$ cat src/rtl/core/fgr_pkg.sv
// Shared types, register indexes and the 5x7 font table for the character generator.
package fgr_pkg;

    localparam int CellW  = 6;
    localparam int CellH  = 8;
    localparam int GlyphW = 5;
    localparam int GlyphH = 7;

    localparam logic [7:0] GlyphFirst = 8'd32;
    localparam logic [7:0] GlyphLast  = 8'd90;
    localparam logic [7:0] LowerFirst = 8'h61;
    localparam logic [7:0] LowerLast  = 8'h7A;
    localparam logic [7:0] CaseOffset = 8'h20;

    localparam logic [15:0] CellStep = 16'd6;

    localparam logic [15:0] FgReset = 16'hFFFF;
    localparam logic [15:0] BgReset = 16'h0000;

    // configuration register indexes
    localparam logic [7:0] CFG_FG_COLOR = 8'd0;
    localparam logic [7:0] CFG_BG_COLOR = 8'd1;

    // one classified character handed from front to back
    typedef struct packed {
        logic [5:0]  glyph;
        logic [15:0] left;
        logic [15:0] top;
    } t_fgr_cmd;

    // fold lower case, map anything outside the font to space, return ROM row
    function automatic logic [5:0] glyph_index(input logic [7:0] code);
        logic [7:0] c;
        logic [7:0] d;
        c = code;
        if (c inside {[LowerFirst:LowerLast]}) begin
            c = c - CaseOffset;
        end
        if (!(c inside {[GlyphFirst:GlyphLast]})) begin
            c = GlyphFirst;
        end
        d = c - GlyphFirst;
        return d[5:0];
    endfunction

    // five column bytes, column 0 in the top byte; bit r of a byte is row r
    function automatic logic [39:0] font_cols(input logic [5:0] idx);
        logic [39:0] f;
        case (idx)
            6'd0:  f = 40'h0000000000;
            6'd1:  f = 40'h00005F0000;
            6'd2:  f = 40'h0007000700;
            6'd3:  f = 40'h147F147F14;
            6'd4:  f = 40'h242A7F2A12;
            6'd5:  f = 40'h2313086462;
            6'd6:  f = 40'h3649552250;
            6'd7:  f = 40'h0005030000;
            6'd8:  f = 40'h001C224100;
            6'd9:  f = 40'h0041221C00;
            6'd10: f = 40'h14083E0814;
            6'd11: f = 40'h08083E0808;
            6'd12: f = 40'h0050300000;
            6'd13: f = 40'h0808080808;
            6'd14: f = 40'h0060600000;
            6'd15: f = 40'h2010080402;
            6'd16: f = 40'h3E5149453E;
            6'd17: f = 40'h00427F4000;
            6'd18: f = 40'h4261514946;
            6'd19: f = 40'h2141454B31;
            6'd20: f = 40'h1814127F10;
            6'd21: f = 40'h2745454539;
            6'd22: f = 40'h3C4A494930;
            6'd23: f = 40'h0171090503;
            6'd24: f = 40'h3649494936;
            6'd25: f = 40'h064949291E;
            6'd26: f = 40'h0036360000;
            6'd27: f = 40'h0056360000;
            6'd28: f = 40'h0814224100;
            6'd29: f = 40'h1414141414;
            6'd30: f = 40'h0041221408;
            6'd31: f = 40'h0201510906;
            6'd32: f = 40'h324979413E;
            6'd33: f = 40'h7E1111117E;
            6'd34: f = 40'h7F49494936;
            6'd35: f = 40'h3E41414122;
            6'd36: f = 40'h7F4141221C;
            6'd37: f = 40'h7F49494941;
            6'd38: f = 40'h7F09090901;
            6'd39: f = 40'h3E4149497A;
            6'd40: f = 40'h7F0808087F;
            6'd41: f = 40'h00417F4100;
            6'd42: f = 40'h2040413F01;
            6'd43: f = 40'h7F08142241;
            6'd44: f = 40'h7F40404040;
            6'd45: f = 40'h7F020C027F;
            6'd46: f = 40'h7F0408107F;
            6'd47: f = 40'h3E4141413E;
            6'd48: f = 40'h7F09090906;
            6'd49: f = 40'h3E4151215E;
            6'd50: f = 40'h7F09192946;
            6'd51: f = 40'h4649494931;
            6'd52: f = 40'h01017F0101;
            6'd53: f = 40'h3F4040403F;
            6'd54: f = 40'h1F2040201F;
            6'd55: f = 40'h3F4038403F;
            6'd56: f = 40'h6314081463;
            6'd57: f = 40'h0708700807;
            6'd58: f = 40'h6151494543;
            default: f = 40'h0000000000;
        endcase
        return f;
    endfunction

endpackage

$ cat src/rtl/core/fgr_front.sv
// Front end: takes characters, resolves glyph and cell position, tracks the cursor.
module fgr_front
    import fgr_pkg::*;
(
    input  logic       i_clk,
    input  logic       i_rst_n,
    input  logic       i_valid,
    input  logic [7:0] i_char_code,
    input  logic       i_restart,
    input  logic [8:0] i_pos_x,
    input  logic [7:0] i_pos_y,
    input  logic       i_q_full,
    output logic       o_ready,
    output logic       o_push,
    output t_fgr_cmd   o_cmd
);

    logic [15:0] r_cursor_x;
    logic [15:0] r_cursor_y;
    logic [15:0] n_left;
    logic [15:0] n_top;

    assign o_ready = !i_q_full;
    assign o_push  = i_valid && !i_q_full;

    always_comb begin
        if (i_restart) begin
            n_left = {7'd0, i_pos_x};
            n_top  = {8'd0, i_pos_y};
        end else begin
            n_left = r_cursor_x;
            n_top  = r_cursor_y;
        end
    end

    assign o_cmd.glyph = glyph_index(i_char_code);
    assign o_cmd.left  = n_left;
    assign o_cmd.top   = n_top;

    always_ff @(posedge i_clk) begin
        if (!i_rst_n) begin
            r_cursor_x <= '0;
            r_cursor_y <= '0;
        end else if (o_push) begin
            r_cursor_x <= n_left + CellStep;
            r_cursor_y <= n_top;
        end
    end

endmodule

$ cat src/rtl/core/fgr_queue.sv
// Small FIFO of classified characters between front and back.
module fgr_queue
    import fgr_pkg::*;
#(
    parameter int DEPTH = 2
) (
    input  logic     i_clk,
    input  logic     i_rst_n,
    input  logic     i_push,
    input  t_fgr_cmd i_data,
    input  logic     i_pop,
    output logic     o_full,
    output logic     o_valid,
    output t_fgr_cmd o_data
);

    localparam int PtrW = (DEPTH > 1) ? $clog2(DEPTH) : 1;
    localparam int CntW = $clog2(DEPTH + 1);
    localparam logic [PtrW-1:0] PtrLast = PtrW'(DEPTH - 1);
    localparam logic [CntW-1:0] CntFull = CntW'(DEPTH);

    t_fgr_cmd        r_mem [DEPTH];
    logic [PtrW-1:0] r_wr_ptr;
    logic [PtrW-1:0] r_rd_ptr;
    logic [CntW-1:0] r_count;
    logic            n_push;
    logic            n_pop;

    assign o_full  = (r_count == CntFull);
    assign o_valid = (r_count != '0);
    assign o_data  = r_mem[r_rd_ptr];
    assign n_push  = i_push && !o_full;
    assign n_pop   = i_pop && o_valid;

    always_ff @(posedge i_clk) begin
        if (n_push) begin
            r_mem[r_wr_ptr] <= i_data;
        end
    end

    always_ff @(posedge i_clk) begin
        if (!i_rst_n) begin
            r_wr_ptr <= '0;
            r_rd_ptr <= '0;
            r_count  <= '0;
        end else begin
            if (n_push) begin
                r_wr_ptr <= (r_wr_ptr == PtrLast) ? '0 : r_wr_ptr + 1'b1;
            end
            if (n_pop) begin
                r_rd_ptr <= (r_rd_ptr == PtrLast) ? '0 : r_rd_ptr + 1'b1;
            end
            if (n_push && !n_pop) begin
                r_count <= r_count + 1'b1;
            end else if (n_pop && !n_push) begin
                r_count <= r_count - 1'b1;
            end
        end
    end

endmodule

$ cat src/rtl/core/fgr_back.sv
// Back end: walks the 6x8 cell of one glyph and emits one pixel per cycle unless the output stalls.
module fgr_back
    import fgr_pkg::*;
(
    input  logic        i_clk,
    input  logic        i_rst_n,
    input  logic        i_q_valid,
    input  t_fgr_cmd    i_q_data,
    output logic        o_q_pop,
    input  logic        i_cfg_valid,
    input  logic [7:0]  i_cfg_index,
    input  logic [15:0] i_cfg_data,
    output logic        o_valid,
    input  logic        i_ready,
    output logic [15:0] o_pixel_x,
    output logic [15:0] o_pixel_y,
    output logic [15:0] o_color,
    output logic        o_last
);

    localparam logic [2:0] ColLast  = 3'(CellW - 1);
    localparam logic [2:0] RowLast  = 3'(CellH - 1);
    localparam logic [2:0] GlyphCols = 3'(GlyphW);
    localparam logic [2:0] GlyphRows = 3'(GlyphH);

    logic [15:0] r_fg;
    logic [15:0] r_bg;
    logic        r_busy;
    logic [39:0] r_glyph;
    logic [15:0] r_left;
    logic [15:0] r_top;
    logic [2:0]  r_col;
    logic [2:0]  r_row;
    logic        r_out_valid;
    logic [15:0] r_out_x;
    logic [15:0] r_out_y;
    logic [15:0] r_out_color;
    logic        r_out_last;

    logic        n_adv;
    logic        n_pix_go;
    logic        n_is_last;
    logic [7:0]  n_col_byte;
    logic        n_on;

    assign n_adv     = !r_out_valid || i_ready;
    assign n_pix_go  = r_busy && n_adv;
    assign n_is_last = (r_row == RowLast) && (r_col == ColLast);
    assign o_q_pop   = i_q_valid && (!r_busy || (n_pix_go && n_is_last));

    always_comb begin
        case (r_col)
            3'd0:    n_col_byte = r_glyph[39:32];
            3'd1:    n_col_byte = r_glyph[31:24];
            3'd2:    n_col_byte = r_glyph[23:16];
            3'd3:    n_col_byte = r_glyph[15:8];
            3'd4:    n_col_byte = r_glyph[7:0];
            default: n_col_byte = 8'd0;
        endcase
        n_on = (r_col < GlyphCols) && (r_row < GlyphRows) && n_col_byte[r_row];
    end

    // color registers
    always_ff @(posedge i_clk) begin
        if (!i_rst_n) begin
            r_fg <= FgReset;
            r_bg <= BgReset;
        end else if (i_cfg_valid) begin
            if (i_cfg_index == CFG_FG_COLOR) begin
                r_fg <= i_cfg_data;
            end else if (i_cfg_index == CFG_BG_COLOR) begin
                r_bg <= i_cfg_data;
            end
        end
    end

    always_ff @(posedge i_clk) begin
        if (!i_rst_n) begin
            r_busy      <= 1'b0;
            r_col       <= '0;
            r_row       <= '0;
            r_out_valid <= 1'b0;
        end else begin
            if (o_q_pop) begin
                r_busy <= 1'b1;
                r_col  <= '0;
                r_row  <= '0;
            end else if (n_pix_go) begin
                if (n_is_last) begin
                    r_busy <= 1'b0;
                end
                if (r_col == ColLast) begin
                    r_col <= '0;
                    r_row <= r_row + 1'b1;
                end else begin
                    r_col <= r_col + 1'b1;
                end
            end
            if (n_adv) begin
                r_out_valid <= r_busy;
            end
        end
    end

    always_ff @(posedge i_clk) begin
        if (o_q_pop) begin
            r_glyph <= font_cols(i_q_data.glyph);
            r_left  <= i_q_data.left;
            r_top   <= i_q_data.top;
        end
        if (n_pix_go) begin
            r_out_x     <= r_left + {13'd0, r_col};
            r_out_y     <= r_top + {13'd0, r_row};
            r_out_color <= n_on ? r_fg : r_bg;
            r_out_last  <= n_is_last;
        end
    end

    assign o_valid   = r_out_valid;
    assign o_pixel_x = r_out_x;
    assign o_pixel_y = r_out_y;
    assign o_color   = r_out_color;
    assign o_last    = r_out_last;

    a_pop_restarts_cell: assert property (@(posedge i_clk) disable iff (!i_rst_n)
        o_q_pop |=> (r_busy && r_col == '0 && r_row == '0))
        else $error("cell walk did not restart on a new glyph");

    a_idle_after_last: assert property (@(posedge i_clk) disable iff (!i_rst_n)
        (n_pix_go && n_is_last && !i_q_valid) |=> !r_busy)
        else $error("back end stayed busy past the last pixel");

    a_col_in_cell: assert property (@(posedge i_clk) disable iff (!i_rst_n)
        r_busy |-> (r_col <= ColLast))
        else $error("column counter left the cell");

    a_last_on_corner: assert property (@(posedge i_clk) disable iff (!i_rst_n)
        (n_pix_go && n_is_last) |=> (r_out_valid && r_out_last))
        else $error("last pixel not flagged");

endmodule

$ cat src/rtl/core/font_glyph_rasterizer_5x7_top.sv
// Top level of the 5x7 character generator: front end, command queue and pixel back end.
//
//  channel   | direction | payload
//  s_axis    | in        | tdata: char_code[7:0] pos_x[16:8] pos_y[24:17]; tuser: restart
//  m_axis    | out       | tdata: pixel_x[15:0] pixel_y[31:16] color[47:32]; tlast: last
//  cfg       | in        | i_cfg_index (0 fg_color, 1 bg_color), i_cfg_data[15:0]
//
// Each character produces 48 pixels, one per cycle while m_axis is not stalled;
// successive cells follow with no gap when the next character is already queued.
// A character passes the queue, then the cell registers and the output pixel register.
// Reset is synchronous, active low: cursor at 0,0, fg_color 0xFFFF, bg_color 0x0000.
// A stall on m_axis holds the pixel walk; the queue keeps taking characters until full.
module font_glyph_rasterizer_5x7_top
    import fgr_pkg::*;
#(
    parameter int QUEUE_DEPTH = 2
) (
    input  logic        i_clk,
    input  logic        i_rst_n,
    input  logic        s_axis_tvalid,
    output logic        s_axis_tready,
    input  logic [31:0] s_axis_tdata,   // char_code[7:0], pos_x[16:8], pos_y[24:17], zero
    input  logic        s_axis_tuser,   // restart
    output logic        m_axis_tvalid,
    input  logic        m_axis_tready,
    output logic [47:0] m_axis_tdata,   // pixel_x[15:0], pixel_y[31:16], color[47:32]
    output logic        m_axis_tlast,
    input  logic        i_cfg_valid,
    output logic        o_cfg_ready,
    input  logic [7:0]  i_cfg_index,
    input  logic [15:0] i_cfg_data
);

    t_fgr_cmd    w_push_cmd;
    t_fgr_cmd    w_pop_cmd;
    logic        w_push;
    logic        w_pop;
    logic        w_q_full;
    logic        w_q_valid;
    logic [15:0] w_pixel_x;
    logic [15:0] w_pixel_y;
    logic [15:0] w_color;

    assign o_cfg_ready = 1'b1;

    fgr_front u_front (
        .i_clk       (i_clk),
        .i_rst_n     (i_rst_n),
        .i_valid     (s_axis_tvalid),
        .i_char_code (s_axis_tdata[7:0]),
        .i_restart   (s_axis_tuser),
        .i_pos_x     (s_axis_tdata[16:8]),
        .i_pos_y     (s_axis_tdata[24:17]),
        .i_q_full    (w_q_full),
        .o_ready     (s_axis_tready),
        .o_push      (w_push),
        .o_cmd       (w_push_cmd)
    );

    fgr_queue #(
        .DEPTH (QUEUE_DEPTH)
    ) u_queue (
        .i_clk   (i_clk),
        .i_rst_n (i_rst_n),
        .i_push  (w_push),
        .i_data  (w_push_cmd),
        .i_pop   (w_pop),
        .o_full  (w_q_full),
        .o_valid (w_q_valid),
        .o_data  (w_pop_cmd)
    );

    fgr_back u_back (
        .i_clk       (i_clk),
        .i_rst_n     (i_rst_n),
        .i_q_valid   (w_q_valid),
        .i_q_data    (w_pop_cmd),
        .o_q_pop     (w_pop),
        .i_cfg_valid (i_cfg_valid),
        .i_cfg_index (i_cfg_index),
        .i_cfg_data  (i_cfg_data),
        .o_valid     (m_axis_tvalid),
        .i_ready     (m_axis_tready),
        .o_pixel_x   (w_pixel_x),
        .o_pixel_y   (w_pixel_y),
        .o_color     (w_color),
        .o_last      (m_axis_tlast)
    );

    assign m_axis_tdata = {w_color, w_pixel_y, w_pixel_x};

endmodule
$ cat config.mk
export PLATFORM = sky130hd
export DESIGN_NAME = font_glyph_rasterizer_5x7_top
export DESIGN_NICKNAME = d
export VERILOG_FILES = /design/src/rtl/core/fgr_pkg.sv /design/src/rtl/core/fgr_front.sv /design/src/rtl/core/fgr_queue.sv /design/src/rtl/core/fgr_back.sv /design/src/rtl/core/font_glyph_rasterizer_5x7_top.sv
export SDC_FILE = /design/constraint.sdc
export NUM_CORES = 1
export LEC_CHECK = 0
export ABC_AREA = 0
export BUFFER_PORTS_ARGS = -buffer_cell sky130_fd_sc_hd__buf_4
export CORE_MARGIN = 2
export CORE_UTILIZATION = 30
export CTS_BUF_LIST = sky130_fd_sc_hd__clkbuf_4 sky130_fd_sc_hd__clkbuf_8
export CTS_CLUSTER_SIZE = 8
export DETAILED_ROUTE_END_ITERATION = 8
export PLACE_DENSITY = 0.47
export SYNTH_ARGS = -nofsm -noshare
export SYNTH_HDL_FRONTEND = slang
export SYNTH_SLANG_ARGS = --single-unit
$ cat constraint.sdc
create_clock -name i_clk -period 12.2 [get_ports i_clk]
set_clock_uncertainty 0.15 [all_clocks]
set_input_delay 0.61 -clock i_clk [delete_from_list [all_inputs] [get_ports i_clk]]
set_output_delay 0.61 -clock i_clk [all_outputs]
set_load 0.005 [all_outputs]
==> run_results.csv, run 1 <==
group,metric,value,unit
status,run_status,"completed",
timing,finalCritPeriodShare,32.0,%
pwr,p_leak,5.92,nW
clock_network,cts_resized,0,
pwr,vdd_drop_max,0.105,mV
final_layout,final_nets,1411,
timing,tightest_slew,1.16,ns
timing,maxSlewViolCount,0,
clock_network,cts_max_level,2,
clock_network,root_buffer,"clkbuf_8",
synth,syn_nets,1322,
global_routing,use_met1,20.7,%
pwr,p_total,3.45,mW
critical_path,path_cells,"buf_4 > mux2i_4 > buf_4 > inv_2 > nand2_1 > o21ai_0 > o21a_1 > o21ai_0",
global_routing,antenna_found_initial,0,
pwr,combPwrFrac,34.6,%
clock_network,clock-sinks,269,
worst_hold_path,holdPathEnd,"u_back.r_fg[7]",
clock_network,numCtsBuffers,47,
floorplanning,dieArea,46200,sq um
global_routing,grt_usage,15.6,%
synth,async_flop_share,0,%
synth,syn-cell-area,13400,sq um
critical_path,crit_family,"buffers and inverters",
clock_network,cts.clk_slew.worst_paths,0.06,ns
synth,ys_types,77,
global_routing,first_global_vias,9569,
final_layout,final_common_cell,"edfxtp_1",
synth,synthCells,1227,
synth,synth_seq_cells,269,
critical_path,r2r_cells,8,
pwr,power_frac_clock,24.9,%
global_routing,met2_usage,24.6,%
synth,synth_ff_type,"edfxtp_1",
clock_network,cts_tree,"yes",
placed_design,gp_congestion,0.897,
timing,setup_tns,0,ns
job,cap_violations,0,
critical_path,cp.arrival,4.10,ns
synth,yosys_warnings,0,
critical_path,r2r_setup_slack,8.29,ns
critical_path,worstPathRequired,12.40,ns
route,first_iter_violations,647,
timing,finalHoldViolCount,0,
final_layout,antenna_cells,0,
critical_path,slowest_stage,"buf_4",
synth,synth_area_per_cell,10.9,sq um
clock_network,cts_setup_buffers,0,
placed_design,place_ws,8.40,ns
route,num_vias,9714,
pwr,p_switching,1.22,mW
timing,clock.fmax,256,MHz
route,wire_per_inst,18.6,um
placed_design,port_buffers,105,
route,ant_nets,0,
critical_path,crit_path_end_kind,"flop",
worst_hold_path,min_path_type,"in2reg",
clock_network,clkLatencyLatePin,0.60,ns
floorplanning,dieHeight,215,um
floorplanning,rows,77,
clock_network,ctsHoldBuffers,0,
floorplanning,ios,114,
floorplanning,die_w,215,um
critical_path,crit_type,"reg2reg",
timing,rsz0062_at_grt,"false",
worst_hold_path,hold_start,"i_cfg_data[7]",
final_layout,layout_common_cells,"192 x edfxtp_1, 167 x nand2_1, 122 x buf_4",
global_routing,grt_pass1_wl,56.2,mm
route,drt-pass1-iter-count,5,
critical_path,path_buf_inv,3,
critical_path,slowest_delay,0.58,ns
placed_design,dpl.hpwl,23.8,mm
timing,setup_violations,0,
route,via_per_inst,4.99,
synth,seq_area_frac_synth,54.7,%
timing,post-route-min-period,3.91,ns
critical_path,worstPathMaxFanout,51,
pwr,p_sw_share,35.3,%
critical_path,worstReg2RegEnd,"u_back.r_glyph[4]",
global_routing,grt_max_degree,73,
floorplanning,initial_utilization,30.3,%
route,drc,0,
worst_hold_path,holdPathStages,3,
global_routing,grt.busiest_layer,"met2",
timing,slew_headroom,22.2,%
timing,setup_ws,8.29,ns
final_layout,drive_gt1_share,21.0,%
clock_network,clk_path_buf_depth,3,
global_routing,use_met3,3.68,%
pwr,seqPwrFrac,40.5,%
floorplanning,core-area,44000,sq um
pwr,p_int,2.23,mW
pwr,p_per_area,220,nW/um^2
synth,synth_edf_count,192,
final_layout,area_growth,17.4,%
global_routing,grt_overflow,0,
route,routed_wl,36.2,mm
critical_path,critPathLaunchType,"flop",
-- cell type report --
cell class	count	area (sq um)
fill	4430	28400
sequential	269	7310
multi-input combinational	850	5600
timing repair buffer	122	916
clock buffer	73	892
tap	592	741
clock inverter	15	111
inverter	26	100
-- registers in the layout, summed over array words and instances (netlist names), named ones only --
register and flops:
u_back.o_color 16, u_back.o_last 1, u_back.o_pixel_x 16, u_back.o_pixel_y 16, u_back.o_valid 1, u_back.r_bg 16, u_back.r_busy 1, u_back.r_col 3
u_back.r_fg 16, u_back.r_glyph 35, u_back.r_left 16, u_back.r_row 3, u_back.r_top 16, u_front.r_cursor_x 16, u_front.r_cursor_y 16, u_queue.r_count 2
u_queue.r_mem 76, u_queue.r_rd_ptr 1, u_queue.r_wr_ptr 1
-- how the worst max path moves through the flow --
| stage | start | endpoint | slack (ns) | cells past startpoint |
|---|---|---|---|---|
| after floorplan | m_axis_tready | u_back.r_glyph[0] | 7.48 | 6 |
| after global placement | flop | u_back.r_glyph[4] | 8.30 | 8 |
| after detailed placement | flop | u_back.r_glyph[33] | 8.40 | 9 |
| after CTS | flop | u_back.r_glyph[33] | 8.38 | 9 |
| after global routing | flop | u_back.r_glyph[33] | 8.10 | 9 |
| final | flop | u_back.r_glyph[4] | 8.29 | 8 |
-- stage by stage --
| stage | instance area [sq um] | utilization [%] | std cells | hold WS [ns] |
|---|---|---|---|---|
| after floorplan | 13400 | - | 1227 | 0.283 |
| after global placement | 14700 | 33.3 | 1859 | 0.294 |
| after detailed placement | 14700 | 33.3 | 1859 | 0.306 |
| after CTS | 15700 | 35.6 | 1947 | 0.0212 |
| after global routing | 15700 | 35.6 | 1947 | 0.0526 |
| final | 15700 | 35.6 | 1947 | 0.0803 |
-- metal layers --
layer  share of wire, %  wire length, um
met1                 45            16400
met2                 45            16400
met3                6.3             2290
met4                3.1             1110
met5                  0                0
-- logic make-up after synthesis --
family	count (synthesis)	synth area share, %
simple gates	398	13.9
other cells	1	0.0281
flops	269	54.7
xor+xnor	41	2.69
mux	99	8.29
buf+inv	108	3.52
compound gates	278	13.6
fa+ha+maj	33	3.20
-- power groups by stage --
stage               logic [mW]  clock network [mW]  registers, mW
floorplan                0.766                   0           1.39
global placement          1.19                   0           1.41
detailed placement        1.19                   0           1.42
CTS                       1.19               0.891           1.40
global route              1.30               0.931           1.42
finish                    1.19               0.859           1.40
-- worst reg2reg max path, cell delays in order, from the launching register on --
cell     delay (ns)
dfxtp_2        0.36
buf_4          0.58
mux2i_4        0.33
buf_4          0.50
inv_2          0.57
nand2_1        0.32
o21ai_0        0.25
o21a_1         0.26
o21ai_0        0.35
-- Yosys cell counts (4+ instances only) --
| library cell | number | area share (%) |
|---|---|---|
| edfxtp_1 | 192 | 43 |
| nand2_1 | 167 | 4.7 |
| dfxtp_1 | 77 | 12 |
| nor2_1 | 67 | 1.9 |
| a21oi_1 | 64 | 2.4 |
| o21ai_0 | 62 | 2.3 |
| clkbuf_1 | 58 | 1.6 |
| mux2_2 | 47 | 4.0 |
| nand3_1 | 46 | 1.7 |
| nor2b_1 | 38 | 1.8 |
| mux2i_1 | 36 | 2.7 |
| ha_1 | 31 | 2.9 |
| xnor2_1 | 30 | 2.0 |
| a31oi_1 | 26 | 1.2 |
| and3_1 | 23 | 1.1 |
| inv_1 | 22 | 0.62 |
| and2_1 | 20 | 0.94 |
| a21boi_0 | 18 | 1.0 |
| nor3_1 | 11 | 0.41 |
| o211ai_1 | 11 | 0.62 |
| xor2_1 | 11 | 0.72 |
| mux2_4 | 10 | 1.1 |
| a211oi_1 | 9 | 0.51 |
| buf_1 | 9 | 0.25 |
| a21o_1 | 8 | 0.45 |
| buf_2 | 8 | 0.30 |
| o21a_1 | 8 | 0.45 |
| o22ai_1 | 8 | 0.37 |
| a221oi_1 | 7 | 0.46 |
| a22oi_1 | 6 | 0.34 |
| mux2_1 | 6 | 0.51 |
| o221ai_1 | 6 | 0.39 |
| nand3b_1 | 4 | 0.22 |
| nand4_1 | 4 | 0.19 |
| o221a_2 | 4 | 0.34 |
| o311ai_0 | 4 | 0.26 |
| or3_1 | 4 | 0.19 |
No activity file was read; power rests on OpenSTA's default activity.
==> inputs of run 2 (changes only) <==
Clock period 12.2 ns to 3.85 ns, I/O delays scaled along.
==> run 2 against run 1 <==
Hold slack better by 0.024 ns; power rose to 3.2 times the previous value; worst setup slack lost 7.7 ns; critical path depth is 1 higher; clock-buffer cell count rose by 7.
==> run_results.csv, run 2 (synthesized netlist as in run 1, its figures left out) <==
group,metric,value,unit
status,run_status,"completed",
route,drc,0,
timing,clock.fmax,310,MHz
route,wire_per_inst,18.1,um
timing,slew_headroom,31.8,%
final_layout,num-fill-cells,4329,
pwr,p_leak,6.32,nW
route,routed_wl,37.2,mm
timing,setup_ws,0.624,ns
timing,setup_violations,0,
final_layout,area_growth,25.1,%
final_layout,fin_cells,2056,
worst_hold_path,holdPathEnd,"u_back.r_bg[9]",
clock_network,clk_path_buf_depth,3,
final_layout,largest_register_ffs,76,
clock_network,cts_max_level,2,
floorplanning,rows,77,
critical_path,crit_path_end_kind,"flop",
global_routing,grt_overflow,0,
clock_network,clock-sinks,269,
route,ant_nets,0,
critical_path,crit_type,"reg2reg",
final_layout,reg_top3,"u_queue.r_mem: 76 flops, u_back.r_glyph: 35 flops",
clock_network,cts.clk_slew.worst_paths,0.06,ns
critical_path,worstPathRequired,3.99,ns
global_routing,grt_max_degree,73,
clock_network,cts_resized,0,
placed_design,place_ws,0.614,ns
worst_hold_path,holdPathStages,5,
route,drt-pass1-iter-count,5,
global_routing,grt_usage,16.1,%
pwr,vdd_drop_max,0.318,mV
timing,finalCritPeriodShare,83.8,%
floorplanning,core-area,44000,sq um
placed_design,dpl.hpwl,24.8,mm
clock_network,cts_setup_buffers,0,
timing,setup_tns,0,ns
timing,finalHoldViolCount,0,
placed_design,gp_congestion,0.930,
clock_network,root_buffer,"clkbuf_8",
floorplanning,dieHeight,215,um
clock_network,ctsHoldBuffers,79,
floorplanning,dieArea,46200,sq um
final_layout,layout_common_cells,"192 x edfxtp_1, 167 x nand2_1, 152 x buf_4",
final_layout,final_common_cell,"edfxtp_1",
critical_path,critPathLaunchType,"flop",
final_layout,stdcell_area,16700,sq um
critical_path,r2r_setup_slack,0.62,ns
timing,post-route-min-period,3.23,ns
placed_design,postPlaceCellArea,14900,sq um
placed_design,dp.cells,1890,
placed_design,port_buffers,105,
job,cap_violations,0,
critical_path,worstPathMaxFanout,17,
global_routing,grt_pass1_wl,58.6,mm
critical_path,r2r_cells,9,
floorplanning,initial_utilization,30.3,%
final_layout,final_nets,1521,
global_routing,first_global_vias,10176,
clock_network,clkLatencyLatePin,0.60,ns
pwr,p_total,11.1,mW
floorplanning,ios,114,
critical_path,worstReg2RegEnd,"u_back.r_glyph[11]",
final_layout,drive_gt1_share,21.6,%
worst_hold_path,hold_start,"i_cfg_index[0]",
route,first_iter_violations,733,
final_layout,regMostFlops,"u_queue.r_mem",
clock_network,numCtsBuffers,47,
timing,whs,0.104,ns
floorplanning,die_w,215,um
clock_network,cts_tree,"yes",
timing,maxSlewViolCount,0,
worst_hold_path,min_path_type,"in2reg",
final_layout,antenna_cells,0,
final_layout,fin_util,37.9,%
timing,tightest_slew,1.02,ns
pwr,p_per_area,665,nW/um^2
global_routing,antenna_found_initial,0,
route,num_vias,10277,
route,via_per_inst,5.00,
critical_path,cp.arrival,3.36,ns
timing,rsz0062_at_grt,"false",
==> run 2: cell count changes in the layout (fill, tap and decap cells not counted), moves of 2 or more <==
cell	previous run	this run
buf_4	122	152
clkbuf_4	18	24
clkinv_1	6	2
clkinv_2	5	2
dlygate4sd3_1	0	79
inv_8	2	0
==> run 2: routing by layer <==
metal,global-route usage [%],routed length [um],vias to the layer above
met2,25.8,17100,352
met1,21.3,16700,4957
met3,4.22,2520,69
met5,0,0,-
met4,5.37,886,0
li1,-,-,4899
==> run 2: power by group <==
| part | switching [mW] | internal (mW) |
|---|---|---|
| registers | 0.308 | 4.11 |
| clock network | 1.17 | 1.56 |
| logic | 2.41 | 1.55 |
| total | 3.89 | 7.23 |
==> run 2: worst max-delay path by stage <==
| stage | to | slack, ns | start |
|---|---|---|---|
| finish | u_back.r_glyph[11] | 0.62 | flop |
| global route | u_back.r_glyph[11] | 0.38 | flop |
| CTS | u_back.o_color[15] | 0.62 | u_back.r_col[1] |
| detailed placement | u_back.r_glyph[11] | 0.61 | flop |
| global placement | u_back.o_color[4] | 0.67 | u_back.r_col[1] |
| floorplan | u_back.r_glyph[0] | 0.29 | u_back.o_valid |
==> run 2: worst max-delay path: stages (launching register included) <==
cell      delay (ns)
dfxtp_2         0.56
mux2i_1         0.29
clkinv_1        0.40
ha_1            0.36
buf_4           0.19
or2_2           0.34
a21oi_1         0.15
a31oi_1         0.07
o21ai_0         0.22
o21ai_0         0.20
==> run 2: layout make-up <==
class	instances	area, sq um	area share (%)
clock inverters	7	53.8	0.322
flip-flops and latches	269	7310	43.7
well taps	592	741	4.43
clock buffers	80	951	5.69
inverters	26	100	0.599
repair buffers	232	1950	11.7
multi-input cells	850	5600	33.5
